**src/hdl/brm_pkg.sv**
```systemverilog
// Shared types and constants of the byte register machine execute unit.
// Holds the item structs, action and status codes, and the control/status
// structs between controller and datapath. Depends on nothing.
package brm_pkg;

  localparam int DATA_W        = 8;
  localparam int CNT_W         = $clog2(DATA_W);
  localparam int NUM_REGS_DEF  = 8;
  localparam int MEM_DEPTH_DEF = 64;

  // Action codes.
  localparam logic [3:0] ACT_IN    = 4'd0;
  localparam logic [3:0] ACT_OUT   = 4'd1;
  localparam logic [3:0] ACT_MOV   = 4'd2;
  localparam logic [3:0] ACT_ADD   = 4'd3;
  localparam logic [3:0] ACT_SUB   = 4'd4;
  localparam logic [3:0] ACT_MUL   = 4'd5;
  localparam logic [3:0] ACT_DIV   = 4'd6;
  localparam logic [3:0] ACT_INC   = 4'd7;
  localparam logic [3:0] ACT_DEC   = 4'd8;
  localparam logic [3:0] ACT_ROL   = 4'd9;
  localparam logic [3:0] ACT_ROR   = 4'd10;
  localparam logic [3:0] ACT_SHL   = 4'd11;
  localparam logic [3:0] ACT_SHR   = 4'd12;
  localparam logic [3:0] ACT_LOAD  = 4'd13;
  localparam logic [3:0] ACT_STORE = 4'd14;

  // Status codes.
  localparam logic [1:0] ST_OK      = 2'd0;
  localparam logic [1:0] ST_DIVZERO = 2'd1;
  localparam logic [1:0] ST_ADDR    = 2'd2;

  typedef struct packed {
    logic [3:0] action;
    logic [2:0] dest_reg;
    logic [2:0] src_reg;
    logic       use_immediate;
    logic [7:0] immediate;
    logic       addr_indirect;
    logic [2:0] address_reg;
    logic [7:0] direct_address;
  } brm_in_t;

  typedef struct packed {
    logic [7:0]  value;
    logic [1:0]  status;
    logic [15:0] instr_count;
  } brm_out_t;

  // Which register the register file read port addresses.
  typedef enum logic [1:0] {
    RSEL_DST  = 2'd0,
    RSEL_SRC  = 2'd1,
    RSEL_AREG = 2'd2
  } rsel_t;

  typedef struct packed {
    logic  latch;
    rsel_t rsel;
    logic  cap_d;
    logic  cap_s;
    logic  cap_a;
    logic  exec;
    logic  div_commit;
    logic  out_load;
  } cmd_t;

  typedef struct packed {
    logic div_go;
    logic div_done;
  } stat_t;

endpackage

```
**src/hdl/byte_register_machine_execute_unit.sv**
```systemverilog
// Top level of the byte register machine execute unit.
// Joins the sequencing controller and the datapath. Depends on brm_pkg.
//
// Each transfer on the item channel is one decoded instruction. It runs on
// NUM_REGS 8-bit registers and a MEM_DEPTH-byte data memory, both zero after
// reset (valid bits stand in for clearing, so the block is ready at once).
// Every instruction gives exactly one transfer on the result channel: the
// byte written to a register or to memory, or read by OUT, a status (ok,
// division by zero, address out of range) and the wrapping count of
// instructions executed including this one. An error leaves registers and
// memory unchanged and reports a zero value. Register fields wrap modulo
// NUM_REGS; shift and rotate amounts use the low three bits of the immediate.
// One instruction is in flight at a time: the controller accepts an
// instruction only in idle, reads its operands, executes it, loads the
// result and then returns to idle to take the next. The register file has
// one read port, so the destination, source and address registers are read
// one after another, and the data memory read follows once the address is
// known. A DIV with a nonzero divisor also waits for the bit-serial divider,
// which produces one quotient bit per cycle, and then writes the quotient
// back. The result sits in an output register; the next instruction is
// accepted while it waits to be taken, and only that instruction's
// completion waits for the output to be free.
module byte_register_machine_execute_unit #(
  parameter int NUM_REGS  = brm_pkg::NUM_REGS_DEF,
  parameter int MEM_DEPTH = brm_pkg::MEM_DEPTH_DEF
) (
  input  logic              clk,
  input  logic              rst,
  input  logic              item_valid,
  output logic              item_ready,
  input  brm_pkg::brm_in_t  item,
  output logic              result_valid,
  input  logic              result_ready,
  output brm_pkg::brm_out_t result
);
  import brm_pkg::*;

  // Command and status between the controller and the datapath.
  cmd_t  cmd;
  stat_t stat;

  brm_ctrl u_ctrl (
    .clk          (clk),
    .rst          (rst),
    .item_valid   (item_valid),
    .item_ready   (item_ready),
    .result_valid (result_valid),
    .result_ready (result_ready),
    .stat         (stat),
    .cmd          (cmd)
  );

  brm_dpath #(
    .NUM_REGS  (NUM_REGS),
    .MEM_DEPTH (MEM_DEPTH)
  ) u_dpath (
    .clk    (clk),
    .rst    (rst),
    .item   (item),
    .cmd    (cmd),
    .stat   (stat),
    .result (result)
  );

endmodule

```
**src/hdl/brm_ram.sv**
```systemverilog
// Generic single-port-write, single-port-read RAM with registered read data.
// Used for the register file and the data memory. Depends on nothing.
module brm_ram #(
  parameter int WIDTH = 8,
  parameter int DEPTH = 8
) (
  input  logic                     clk,
  input  logic                     we,
  input  logic [$clog2(DEPTH)-1:0] waddr,
  input  logic [WIDTH-1:0]         wdata,
  input  logic [$clog2(DEPTH)-1:0] raddr,
  output logic [WIDTH-1:0]         rdata
);

  logic [WIDTH-1:0] mem [DEPTH];

  always_ff @(posedge clk) begin
    if (we) begin
      mem[waddr] <= wdata;
    end
    rdata <= mem[raddr];
  end

endmodule

```
**src/hdl/brm_div.sv**
```systemverilog
// Bit-serial restoring divider for unsigned bytes, one quotient bit a cycle.
// Depends on brm_pkg for the data width.
module brm_div (
  input  logic       clk,
  input  logic       rst,
  input  logic       start,
  input  logic [7:0] dividend,
  input  logic [7:0] divisor,
  output logic       done,
  output logic [7:0] quotient
);
  import brm_pkg::*;

  localparam logic [CNT_W-1:0] LAST = CNT_W'(DATA_W - 1);

  logic [DATA_W-1:0] rem;
  logic [DATA_W-1:0] quo;
  logic [DATA_W-1:0] dvsr;
  logic [CNT_W-1:0]  cnt;
  logic              busy;
  logic [DATA_W:0]   sh;
  logic [DATA_W:0]   diff;
  logic              ge;

  assign sh       = {rem, quo[DATA_W-1]};
  assign ge       = sh >= {1'b0, dvsr};
  assign diff     = sh - {1'b0, dvsr};
  assign quotient = quo;

  always_ff @(posedge clk) begin
    if (rst) begin
      busy <= 1'b0;
      done <= 1'b0;
      cnt  <= '0;
    end else begin
      done <= busy && (cnt == LAST);
      if (start) begin
        busy <= 1'b1;
        cnt  <= '0;
      end else if (busy) begin
        cnt <= cnt + 1'b1;
        if (cnt == LAST) begin
          busy <= 1'b0;
        end
      end
    end
  end

  always_ff @(posedge clk) begin
    if (start) begin
      rem  <= '0;
      quo  <= dividend;
      dvsr <= divisor;
    end else if (busy) begin
      rem <= ge ? diff[DATA_W-1:0] : sh[DATA_W-1:0];
      quo <= {quo[DATA_W-2:0], ge};
    end
  end

`ifndef SYNTHESIS
  // Checks that done is raised after every start.
  a_div_latency: assert property (@(posedge clk) disable iff (rst)
    start |-> ##9 done)
    else $error("divider did not finish on time");
`endif

endmodule

```
**src/hdl/brm_ctrl.sv**
```systemverilog
// Sequencing state machine of the execute unit: operand reads, execution,
// division wait and output register hand-off. Depends on brm_pkg.
module brm_ctrl (
  input  logic           clk,
  input  logic           rst,
  input  logic           item_valid,
  output logic           item_ready,
  output logic           result_valid,
  input  logic           result_ready,
  input  brm_pkg::stat_t stat,
  output brm_pkg::cmd_t  cmd
);
  import brm_pkg::*;

  typedef enum logic [8:0] {
    S_IDLE = 9'b000000001,
    S_RD0  = 9'b000000010,
    S_RD1  = 9'b000000100,
    S_RD2  = 9'b000001000,
    S_RD3  = 9'b000010000,
    S_MEM  = 9'b000100000,
    S_EXEC = 9'b001000000,
    S_DIV  = 9'b010000000,
    S_DONE = 9'b100000000
  } state_t;

  state_t state;
  state_t state_next;
  logic   result_valid_next;

  assign item_ready = (state == S_IDLE);

  always_comb begin
    state_next = state;
    cmd        = '0;
    cmd.rsel   = RSEL_DST;
    case (state)
      S_IDLE: begin
        if (item_valid) begin
          cmd.latch  = 1'b1;
          state_next = S_RD0;
        end
      end
      S_RD0: begin
        cmd.rsel   = RSEL_DST;
        state_next = S_RD1;
      end
      S_RD1: begin
        cmd.cap_d  = 1'b1;
        cmd.rsel   = RSEL_SRC;
        state_next = S_RD2;
      end
      S_RD2: begin
        cmd.cap_s  = 1'b1;
        cmd.rsel   = RSEL_AREG;
        state_next = S_RD3;
      end
      S_RD3: begin
        cmd.cap_a  = 1'b1;
        state_next = S_MEM;
      end
      S_MEM: begin
        state_next = S_EXEC;
      end
      S_EXEC: begin
        cmd.exec   = 1'b1;
        state_next = stat.div_go ? S_DIV : S_DONE;
      end
      S_DIV: begin
        if (stat.div_done) begin
          cmd.div_commit = 1'b1;
          state_next     = S_DONE;
        end
      end
      S_DONE: begin
        if (!result_valid || result_ready) begin
          cmd.out_load = 1'b1;
          state_next   = S_IDLE;
        end
      end
      default: begin
        state_next = S_IDLE;
      end
    endcase
  end

  always_comb begin
    if (cmd.out_load) begin
      result_valid_next = 1'b1;
    end else if (result_ready) begin
      result_valid_next = 1'b0;
    end else begin
      result_valid_next = result_valid;
    end
  end

  always_ff @(posedge clk) begin
    if (rst) begin
      state        <= S_IDLE;
      result_valid <= 1'b0;
    end else begin
      state        <= state_next;
      result_valid <= result_valid_next;
    end
  end

`ifndef SYNTHESIS
  a_div_done_in_wait: assert property (@(posedge clk) disable iff (rst)
    stat.div_done |-> (state == S_DIV))
    else $error("division finished outside its wait state");

  a_result_from_done: assert property (@(posedge clk) disable iff (rst)
    $rose(result_valid) |-> $past(state == S_DONE))
    else $error("result presented without finishing an item");
`endif

endmodule

```
**src/hdl/brm_dpath.sv**
```systemverilog
// Datapath of the execute unit: instruction register, register file and data
// memory with valid bits, ALU, divider and output register. Depends on brm_pkg.
module brm_dpath #(
  parameter int NUM_REGS  = brm_pkg::NUM_REGS_DEF,
  parameter int MEM_DEPTH = brm_pkg::MEM_DEPTH_DEF
) (
  input  logic              clk,
  input  logic              rst,
  input  brm_pkg::brm_in_t  item,
  input  brm_pkg::cmd_t     cmd,
  output brm_pkg::stat_t    stat,
  output brm_pkg::brm_out_t result
);
  import brm_pkg::*;

  localparam int RIDX_W = $clog2(NUM_REGS);
  localparam int MA_W   = $clog2(MEM_DEPTH);

  // Register fields are three bits wide; fold them into the register count.
  function automatic logic [RIDX_W-1:0] reg_index(input logic [2:0] f);
    logic [4:0] v;
    v = {2'b00, f};
    for (int i = 0; i < 3; i++) begin
      if (v >= 5'(NUM_REGS)) begin
        v = v - 5'(NUM_REGS);
      end
    end
    return v[RIDX_W-1:0];
  endfunction

  brm_in_t            instr;
  logic [7:0]         d_q;
  logic [7:0]         s_q;
  logic [7:0]         a_q;
  logic [7:0]         res_val;
  logic [1:0]         res_st;
  logic [15:0]        cnt;

  logic [RIDX_W-1:0]  dst_idx;
  logic [RIDX_W-1:0]  src_idx;
  logic [RIDX_W-1:0]  areg_idx;
  logic [RIDX_W-1:0]  rf_raddr;
  logic [7:0]         rf_rdata;
  logic [7:0]         rf_rd;
  logic               rf_rvld;
  logic [NUM_REGS-1:0] rf_vld;
  logic               rf_we;
  logic [7:0]         rf_wdata;

  logic [7:0]         addr;
  logic               addr_bad;
  logic [MA_W-1:0]    mem_addr;
  logic [7:0]         mem_rdata;
  logic [7:0]         mem_rd;
  logic               mem_rvld;
  logic [MEM_DEPTH-1:0] mem_vld;
  logic               mem_we;

  logic [7:0]         operand;
  logic [2:0]         amt;
  logic [15:0]        rot2;
  logic [15:0]        rol_w;
  logic [15:0]        ror_w;
  logic [7:0]         shl_v;
  logic [7:0]         shr_v;
  logic [15:0]        prod;

  logic [7:0]         ex_val;
  logic [1:0]         ex_st;
  logic               reg_wr;
  logic               st_wr;
  logic               div_go;
  logic               div_done;
  logic [7:0]         quo;

  assign dst_idx  = reg_index(instr.dest_reg);
  assign src_idx  = reg_index(instr.src_reg);
  assign areg_idx = reg_index(instr.address_reg);

  always_comb begin
    case (cmd.rsel)
      RSEL_DST:  rf_raddr = dst_idx;
      RSEL_SRC:  rf_raddr = src_idx;
      RSEL_AREG: rf_raddr = areg_idx;
      default:   rf_raddr = dst_idx;
    endcase
  end

  // Entries never written read as zero.
  assign rf_rd  = rf_rvld ? rf_rdata : 8'd0;
  assign mem_rd = mem_rvld ? mem_rdata : 8'd0;

  assign addr     = instr.addr_indirect ? a_q : instr.direct_address;
  assign addr_bad = {1'b0, addr} >= 9'(MEM_DEPTH);
  assign mem_addr = addr[MA_W-1:0];

  assign operand = instr.use_immediate ? instr.immediate : s_q;
  assign amt     = instr.immediate[2:0];
  assign rot2    = {d_q, d_q};
  assign rol_w   = rot2 << amt;
  assign ror_w   = rot2 >> amt;
  assign shl_v   = d_q << amt;
  assign shr_v   = d_q >> amt;
  assign prod    = 16'(d_q) * 16'(operand);

  always_comb begin
    ex_val = 8'd0;
    ex_st  = ST_OK;
    reg_wr = 1'b0;
    st_wr  = 1'b0;
    div_go = 1'b0;
    case (instr.action)
      ACT_IN:  begin ex_val = instr.immediate; reg_wr = 1'b1; end
      ACT_OUT: begin ex_val = s_q; end
      ACT_MOV: begin ex_val = operand; reg_wr = 1'b1; end
      ACT_ADD: begin ex_val = d_q + operand; reg_wr = 1'b1; end
      ACT_SUB: begin ex_val = d_q - operand; reg_wr = 1'b1; end
      ACT_MUL: begin ex_val = prod[7:0]; reg_wr = 1'b1; end
      ACT_DIV: begin
        if (operand == 8'd0) begin
          ex_st = ST_DIVZERO;
        end else begin
          div_go = 1'b1;
        end
      end
      ACT_INC: begin ex_val = d_q + 8'd1; reg_wr = 1'b1; end
      ACT_DEC: begin ex_val = d_q - 8'd1; reg_wr = 1'b1; end
      ACT_ROL: begin ex_val = rol_w[15:8]; reg_wr = 1'b1; end
      ACT_ROR: begin ex_val = ror_w[7:0]; reg_wr = 1'b1; end
      ACT_SHL: begin ex_val = shl_v; reg_wr = 1'b1; end
      ACT_SHR: begin ex_val = shr_v; reg_wr = 1'b1; end
      ACT_LOAD: begin
        if (addr_bad) begin
          ex_st = ST_ADDR;
        end else begin
          ex_val = mem_rd;
          reg_wr = 1'b1;
        end
      end
      ACT_STORE: begin
        if (addr_bad) begin
          ex_st = ST_ADDR;
        end else begin
          ex_val = s_q;
          st_wr  = 1'b1;
        end
      end
      default: begin
        ex_val = 8'd0;
      end
    endcase
  end

  assign rf_we    = (cmd.exec && reg_wr) || cmd.div_commit;
  assign rf_wdata = cmd.div_commit ? quo : ex_val;
  assign mem_we   = cmd.exec && st_wr;

  assign stat = '{div_go: div_go, div_done: div_done};

  brm_ram #(
    .WIDTH (DATA_W),
    .DEPTH (NUM_REGS)
  ) u_regfile (
    .clk   (clk),
    .we    (rf_we),
    .waddr (dst_idx),
    .wdata (rf_wdata),
    .raddr (rf_raddr),
    .rdata (rf_rdata)
  );

  brm_ram #(
    .WIDTH (DATA_W),
    .DEPTH (MEM_DEPTH)
  ) u_datamem (
    .clk   (clk),
    .we    (mem_we),
    .waddr (mem_addr),
    .wdata (s_q),
    .raddr (mem_addr),
    .rdata (mem_rdata)
  );

  brm_div u_div (
    .clk      (clk),
    .rst      (rst),
    .start    (cmd.exec && div_go),
    .dividend (d_q),
    .divisor  (operand),
    .done     (div_done),
    .quotient (quo)
  );

  always_ff @(posedge clk) begin
    if (rst) begin
      rf_vld  <= '0;
      mem_vld <= '0;
      cnt     <= 16'd0;
    end else begin
      if (rf_we) begin
        rf_vld[dst_idx] <= 1'b1;
      end
      if (mem_we) begin
        mem_vld[mem_addr] <= 1'b1;
      end
      if (cmd.out_load) begin
        cnt <= cnt + 16'd1;
      end
    end
  end

  always_ff @(posedge clk) begin
    rf_rvld  <= rf_vld[rf_raddr];
    mem_rvld <= mem_vld[mem_addr];
    if (cmd.latch) begin
      instr <= item;
    end
    if (cmd.cap_d) begin
      d_q <= rf_rd;
    end
    if (cmd.cap_s) begin
      s_q <= rf_rd;
    end
    if (cmd.cap_a) begin
      a_q <= rf_rd;
    end
    if (cmd.exec) begin
      res_val <= ex_val;
      res_st  <= ex_st;
    end else if (cmd.div_commit) begin
      res_val <= quo;
    end
    if (cmd.out_load) begin
      result.value       <= res_val;
      result.status      <= res_st;
      result.instr_count <= cnt + 16'd1;
    end
  end

`ifndef SYNTHESIS
  a_one_write: assert property (@(posedge clk) disable iff (rst)
    !(rf_we && mem_we))
    else $error("register and memory written by the same item");
`endif

endmodule

```
**config.mk**
```make
export PLATFORM = sky130hd
export DESIGN_NAME = byte_register_machine_execute_unit
export DESIGN_NICKNAME = d
export VERILOG_FILES = /design/src/hdl/brm_pkg.sv /design/src/hdl/byte_register_machine_execute_unit.sv /design/src/hdl/brm_ram.sv /design/src/hdl/brm_div.sv /design/src/hdl/brm_ctrl.sv /design/src/hdl/brm_dpath.sv
export SDC_FILE = /design/constraint.sdc
export NUM_CORES = 1
export LEC_CHECK = 0
export BUFFER_PORTS_ARGS = -buffer_cell sky130_fd_sc_hd__buf_4
export CAP_MARGIN = 10
export CORE_ASPECT_RATIO = 1.25
export CORE_MARGIN = 4
export CORE_UTILIZATION = 54
export CTS_CLUSTER_SIZE = 25
export DETAILED_ROUTE_END_ITERATION = 7
export PLACE_DENSITY_LB_ADDON = 0.05
export SETUP_SLACK_MARGIN = 0.3
export SYNTH_ARGS = -nofsm -noshare
export SYNTH_HDL_FRONTEND = slang
export SYNTH_SLANG_ARGS = --single-unit
```
**constraint.sdc**
```tcl
create_clock -name clk -period 7.85 [get_ports clk]
set_input_delay 1.57 -clock clk [delete_from_list [all_inputs] [get_ports clk]]
set_output_delay 1.57 -clock clk [all_outputs]
set_load 0.01 [all_outputs]
```
# ---- After elaboration in Yosys (flattened, before gate mapping)
# Memory sizes are Yosys's and may differ from the RTL's. A register that Yosys moved wholly into a read port is not among the register bits.
# Cells that the tools add are included.
dict set report word_totals {
  reg_bits 220
  mem_bits_rw 576
  inputBits 35
  out_inout_bits 28
  mem_count 2
}
# memory words word_bits rd rd_ports_with_merged_regs wr line
set mem_list {}
lappend mem_list {u_dpath.u_datamem.mem 64 8 1 1 1 brm_ram.sv:15} ;# logic [WIDTH-1:0] mem [DEPTH];
lappend mem_list {u_dpath.u_regfile.mem 8 8 1 1 1 brm_ram.sv:15}
dict set report classes {
  n_addsub 7
  multipliers 1
  order_cmp 7
  n_eq_ne 29
  n_shift 4
  muxes 55
  bitwise_logic 2
  n_reduce_logical 18
}
# cell n
set ops {}
lappend ops {{case mux 8 bit (14 select lines)} 1}
lappend ops {{two-way mux 8 bit} 12}
lappend ops {{case mux 9 bit (9 select lines)} 1}
lappend ops {{OR 64 bit} 1}
lappend ops {{two-way mux 9 bit} 4}
lappend ops {{== test 4 bit, second input constant} 7}
lappend ops {{two-way mux 1 bit} 28}
lappend ops {{adder 16 x 1 -> 16 bit, second input constant} 1}
lappend ops {{== test 4 x 3 -> 1 bit, second input constant} 4}
lappend ops {{left shift 16 x 3 -> 16 bit} 1}
lappend ops {{>> shifter 16 x 3 -> 8 bit} 1}
lappend ops {{subtractor 8 bit} 2}
lappend ops {{OR reduction 11 bit} 1}
lappend ops {{== test 9 x 1 -> 1 bit, second input constant} 1}
lappend ops {{== test 9 x 2 -> 1 bit, second input constant} 1}
lappend ops {{== test 9 x 3 -> 1 bit, second input constant} 1}
lappend ops {{== test 9 x 4 -> 1 bit, second input constant} 1}
lappend ops {{== test 9 x 5 -> 1 bit, second input constant} 1}
lappend ops {{== test 9 x 6 -> 1 bit, second input constant} 1}
lappend ops {{== test 9 x 7 -> 1 bit, second input constant} 1}
lappend ops {{== test 9 x 8 -> 1 bit, second input constant} 1}
lappend ops {{== test 9 bit, second input constant} 1}
lappend ops {{greater-or-equal comparator 9 x 8 -> 1 bit} 1}
lappend ops {{adder 8 x 1 -> 8 bit, second input constant} 1}
lappend ops {{35 further kinds} 48}

# ---- Depth between registers and ports, before layout
dict set report logic_depth {
  ltp_word 8
  ltp_mapped 19
}

# ---- Modules after synthesis
# Synthesis repeated with hierarchy kept, for this count alone.
dict set report unflattened {
  cells_unflattened 2291
  area_unflattened_um2 34767.1
}
# module instances cells_per_inst area_per_inst_um2 seq_area_each_um2
set by_module_without_submodules {}
lappend by_module_without_submodules {{brm_ram (u_dpath.u_datamem)} 1 940 20166.8 15534.9}
lappend by_module_without_submodules {brm_dpath 1 1005 9634.2 4534.3}
lappend by_module_without_submodules {{brm_ram (u_dpath.u_regfile)} 1 114 2691.3 2082.0}
lappend by_module_without_submodules {brm_div 1 158 1669.1 740.7}
lappend by_module_without_submodules {brm_ctrl 1 74 605.6 200.2}

# ---- Worst setup path before layout
# No wires, ideal clock.
dict set report synth_path {
  path_kind {flip-flop to flip-flop}
  startpoint {register u_dpath.s_q[4]}
  endpoint {memory u_dpath.u_regfile.mem[0][7], data pin}
  arrival_ns 5.015
  required_time_ns 7.559
  slack_ns 2.544
  stages_incl_launch_ff 18
  cell_sequence {edfxtp_1 > mux2_2 > buf_6 > nand2_1 > fa_1 > fa_1 > inv_1 > fa_1 > inv_1 > fa_1 > inv_1 > ha_1 > a21oi_1 > xnor2_1 > xnor2_1 > xnor2_1 > a221oi_2 > a21oi_1}
}
dict set report synth_between {
  elab_chain_len 4
  elab_cells_between_ends 6
  cone_classes {2 x add/sub; 1 x mul; 3 x mux}
}
# element line
set synth_lines {}
lappend synth_lines {{start, declared} brm_dpath.sv:33} ;# logic [7:0] s_q;
lappend synth_lines {{start signal, assigned} brm_dpath.sv:222} ;# s_q <= rf_rd;
lappend synth_lines {{two-way mux 8 bit *} brm_dpath.sv:97} ;# assign operand = instr.use_immediate ? instr.immediate : s_q;
lappend synth_lines {{via u_dpath.operand[4]} brm_dpath.sv:59} ;# logic [7:0] operand;
lappend synth_lines {{multiplier 8 x 8 -> 8 bit, or another cell as far along} brm_dpath.sv:104} ;# assign prod = 16'(d_q) * 16'(operand);
lappend synth_lines {{case mux 8 bit (14 select lines) *} brm_dpath.sv:112} ;# case (instr.action)
lappend synth_lines {{two-way mux 8 bit *} brm_dpath.sv:155} ;# assign rf_wdata = cmd.div_commit ? quo : ex_val;
lappend synth_lines {{via u_dpath.rf_wdata[7]} brm_dpath.sv:48} ;# logic [7:0] rf_wdata;
lappend synth_lines {{end, declared} brm_ram.sv:15}
# The timed path passes the listed nets; every way through them passes the cells marked *.

# ---- Worst setup path in the final report
dict set report layout_path {
  startpoint {register u_dpath.s_q[3]}
  endpoint {memory u_dpath.u_regfile.mem[7][7], data pin}
}
# The elaborated chain is that of the path after synthesis.

==> reports/qor.yml <==
status: "finished, final reports clean"
synth_edf_count: 683
place_area_um2: 34300
fmax_mhz: 177
synth_top_area_share_pct: 62.1
synthFlopType: "edfxtp_1"
antenna_found_initial: 0
ys_seq_area_share_pct: 69.9
viasPerCell: 6.41
async_flop_share_pct: 0
drt_iter0_markers: 2075
ys_types: 86
maxCapViolations: 0
synth_commonest_cells: "edfxtp_1 (683), nor2_1 (274), a22oi_1 (222)"
area_growth_pct: 11.9
arrival_ns: 5.95
grt_use_total_pct: 28.0
worst_pin_slew_ns: 1.22
grt_pass1_vias: 20400
p_sw_mw: 2.85
drc: 0
synth_area_per_cell_um2: 14.1
die_x_um: 229
maxSlewHeadroom_pct: 16.6
die_h_um: 285
cp_cell_sequence: "buf_4, mux2i_2, inv_1, nand2_1, fa_1, fa_1, inv_1, fa_1, inv_1, fa_1, inv_1, ha_1, a21oi_1, xnor2_1, xnor2_1, xnor2_1, a221oi_2, a21oi_1"
port_buffers: 62
hold_viol: 0
cpMaxStageDelayCell: "fa_1"
drt-wirelength-per-cell_um: 28.4
synth.area.mux_share_pct: 3.12
cp_max_fo: 66
synth_seq_cells: 812
hold_class: "reg -> reg"
synth_most_common_cell: "edfxtp_1"
crit_type: "reg -> reg"
synthSimpleGateAreaFrac_pct: 8.11
yosys.area.top_type: "edfxtp_1"
finClkSkew_ns: 0.0421
h-tree-depth: 3
synth_top_family_by_area: "compound AO/OA/AOI/OAI gates"
synthTopCellsByArea: "edfxtp_1 (62%), dfxtp_1 (7.8%), a22oi_1 (5.0%)"
ctsLongestPathBuffers: 3
clkPwrFrac_pct: 36.4
syn_inst: 2345
hold_buffers: 0
end_kind: "flop"
syn_area_um2: 33000
cts.sinks: 812
fin_nets: 2499
grt_pass1_wl_mm: 136
gp_congestion: 0.960
syn_nets: 2432
clk_pin_slew_ns: 0.06
antennaDiodeCount: 0
pwr_density_cell_nw_per_um2: 281
max_stage_delay_ns: 0.54
first_pass_iters: 7
power_mw: 10.4
synthXorXnorAreaFrac_pct: 1.53
irDropWorstVdd_v: 0.000201
synth_compound_area_share_pct: 12.8
coreArea_um2: 60700
seqPwrFrac_pct: 46.9
switching_share_pct: 27.4
comb_power_share_pct: 16.7
yosysWarnings: 0
final_antenna_net_count: 0
post_cts_buffers: 0
clk_root_buffer_cell: "clkbuf_16"
worst_skew_pair.late_latency_ns: 0.64
fin_area_um2: 37000
drive_above_1_share_pct: 12.6
grt_max_degree: 68
rsz0062_at_grt: "false"
placementRows: 101
overflow: 0
worstPathRequired_ns: 8.16
synth-adder-area-share_pct: 2.29
ios: 63
vias: 20800
slew_viol_final: 0
cts_buffers: 80
intPower_mw: 7.54
p_leak_nw: 12.2
crit_path_start_kind: "flop"
routed_wl_mm: 92.3
cts_tree: "yes"
final.setup.tns_ns: 0
hpwl_mm: 57.7
finalSetupViolations: 0
cts_resized: 0
finalCritPeriodShare_pct: 71.8
initial_core_util_pct: 54.5
period_minus_slack_ns: 5.64
die_area_um2: 65200
-- cell usage in the layout (no fill, tap or decap), drive strengths merged, types with 8 or more instances in the layout --
cell and count:
nor3 23, dfxtp 129, o21ai 72, or3 11, and2 25, a21o 8
nor4 8, a22o 26, o21ba 12, mux2 25, nor2b 15, mux4 18
a31oi 22, edfxtp 683, o211ai 18, a22oi 222, mux2i 33, nand3 23
clkbuf 105, inv 69, nand2 151, a21oi 68, a222oi 23, nor2 275
ha 38, a41oi 21, clkinv 36, xor2 22, xnor2 33, a221oi 33
nand4 20, nand2b 9, buf 99, fa 14
-- cell type report --
class | count | area [um^2]
clock buffers | 105 | 2180
clock inverters | 44 | 435
fillers | 4711 | 23700
inverters | 68 | 255
multi-input cells | 1351 | 9270
flip-flops and latches | 812 | 23100
well taps | 772 | 966
repair buffers | 99 | 756
-- through the flow --
stage | instances | hold slack [ns] | setup WS [ns] | utilization [%]
2_1_floorplan | 2345 | 0.400 | 2.54 | -
3_3_place_gp | 3102 | 0.402 | 2.33 | 56.6
3_5_place_dp | 3102 | 0.407 | 2.27 | 56.6
4_1_cts | 3251 | 0.389 | 2.23 | 60.9
5_1_grt | 3251 | 0.414 | 1.92 | 60.9
6_report | 3251 | 0.391 | 2.21 | 60.9
-- cell families (layout without fill, tap and decap cells) --
logic type	after synthesis	count (layout)
mux	76	76
simple gates	592	592
buf+inv	182	316
fa+ha+maj	52	52
flops	812	812
xor+xnor	56	56
compound gates	575	575
-- power groups by stage --
stage	clock, mW	sequential, mW	combinational, mW
after floorplan	0	4.88	1.20
after global placement	0	4.96	1.71
after detailed placement	0	4.96	1.71
after CTS	3.84	4.87	1.73
after global routing	4.04	4.87	1.88
final	3.78	4.87	1.74
-- metal layers --
layer	wire (um)	up-vias	track usage, %
met5	0	-	0
met4	3890	0	11.1
met3	6670	201	4.46
met2	46900	993	49.0
met1	34800	10400	35.1
li1	-	9218	-
-- worst max-delay path, delay by kind of cell (launching register included) --
family / cells / cell delay (ns)
buffers and inverters: 5 / 0.93
AO/OA/AOI/OAI: 3 / 0.88
multiplexers: 1 / 0.26
XOR/XNOR: 3 / 0.42
AND/OR/NAND/NOR: 1 / 0.12
flip-flops: 1 / 0.32
adder cells (fa/ha/maj): 5 / 2.32
-- registers in the layout, indices dropped and copies added (netlist names), 8 cells and up --
signal                   cells
u_dpath.s_q                  8
u_dpath.u_div.quotient       8
u_dpath.u_div.dvsr           8
u_dpath.result              26
u_dpath.u_datamem.mem      512
u_ctrl.state                 9
u_dpath.instr               19
u_dpath.d_q                  8
u_dpath.u_div.rem            8
u_dpath.u_regfile.mem       64
u_dpath.rf_vld               8
u_dpath.mem_vld             64
u_dpath.res_val              8
u_dpath.u_regfile.rdata      8
u_dpath.a_q                  8
u_dpath.u_datamem.rdata      8
u_dpath.cnt                 16
-- worst paths after layout --
path | start | to | slack [ns] | cells after the start
setup / recovery | u_dpath.s_q[3] | u_dpath.u_regfile.mem[7][7] | 2.21 | 18
hold / removal | u_dpath.res_st[1] | u_dpath.result[17] | 0.39 | 0
setup reg to reg | u_dpath.s_q[3] | u_dpath.u_regfile.mem[7][7] | 2.21 | 18
hold reg to reg | u_dpath.res_st[1] | u_dpath.result[17] | 0.39 | 0
(Power assumes the default switching activity.)
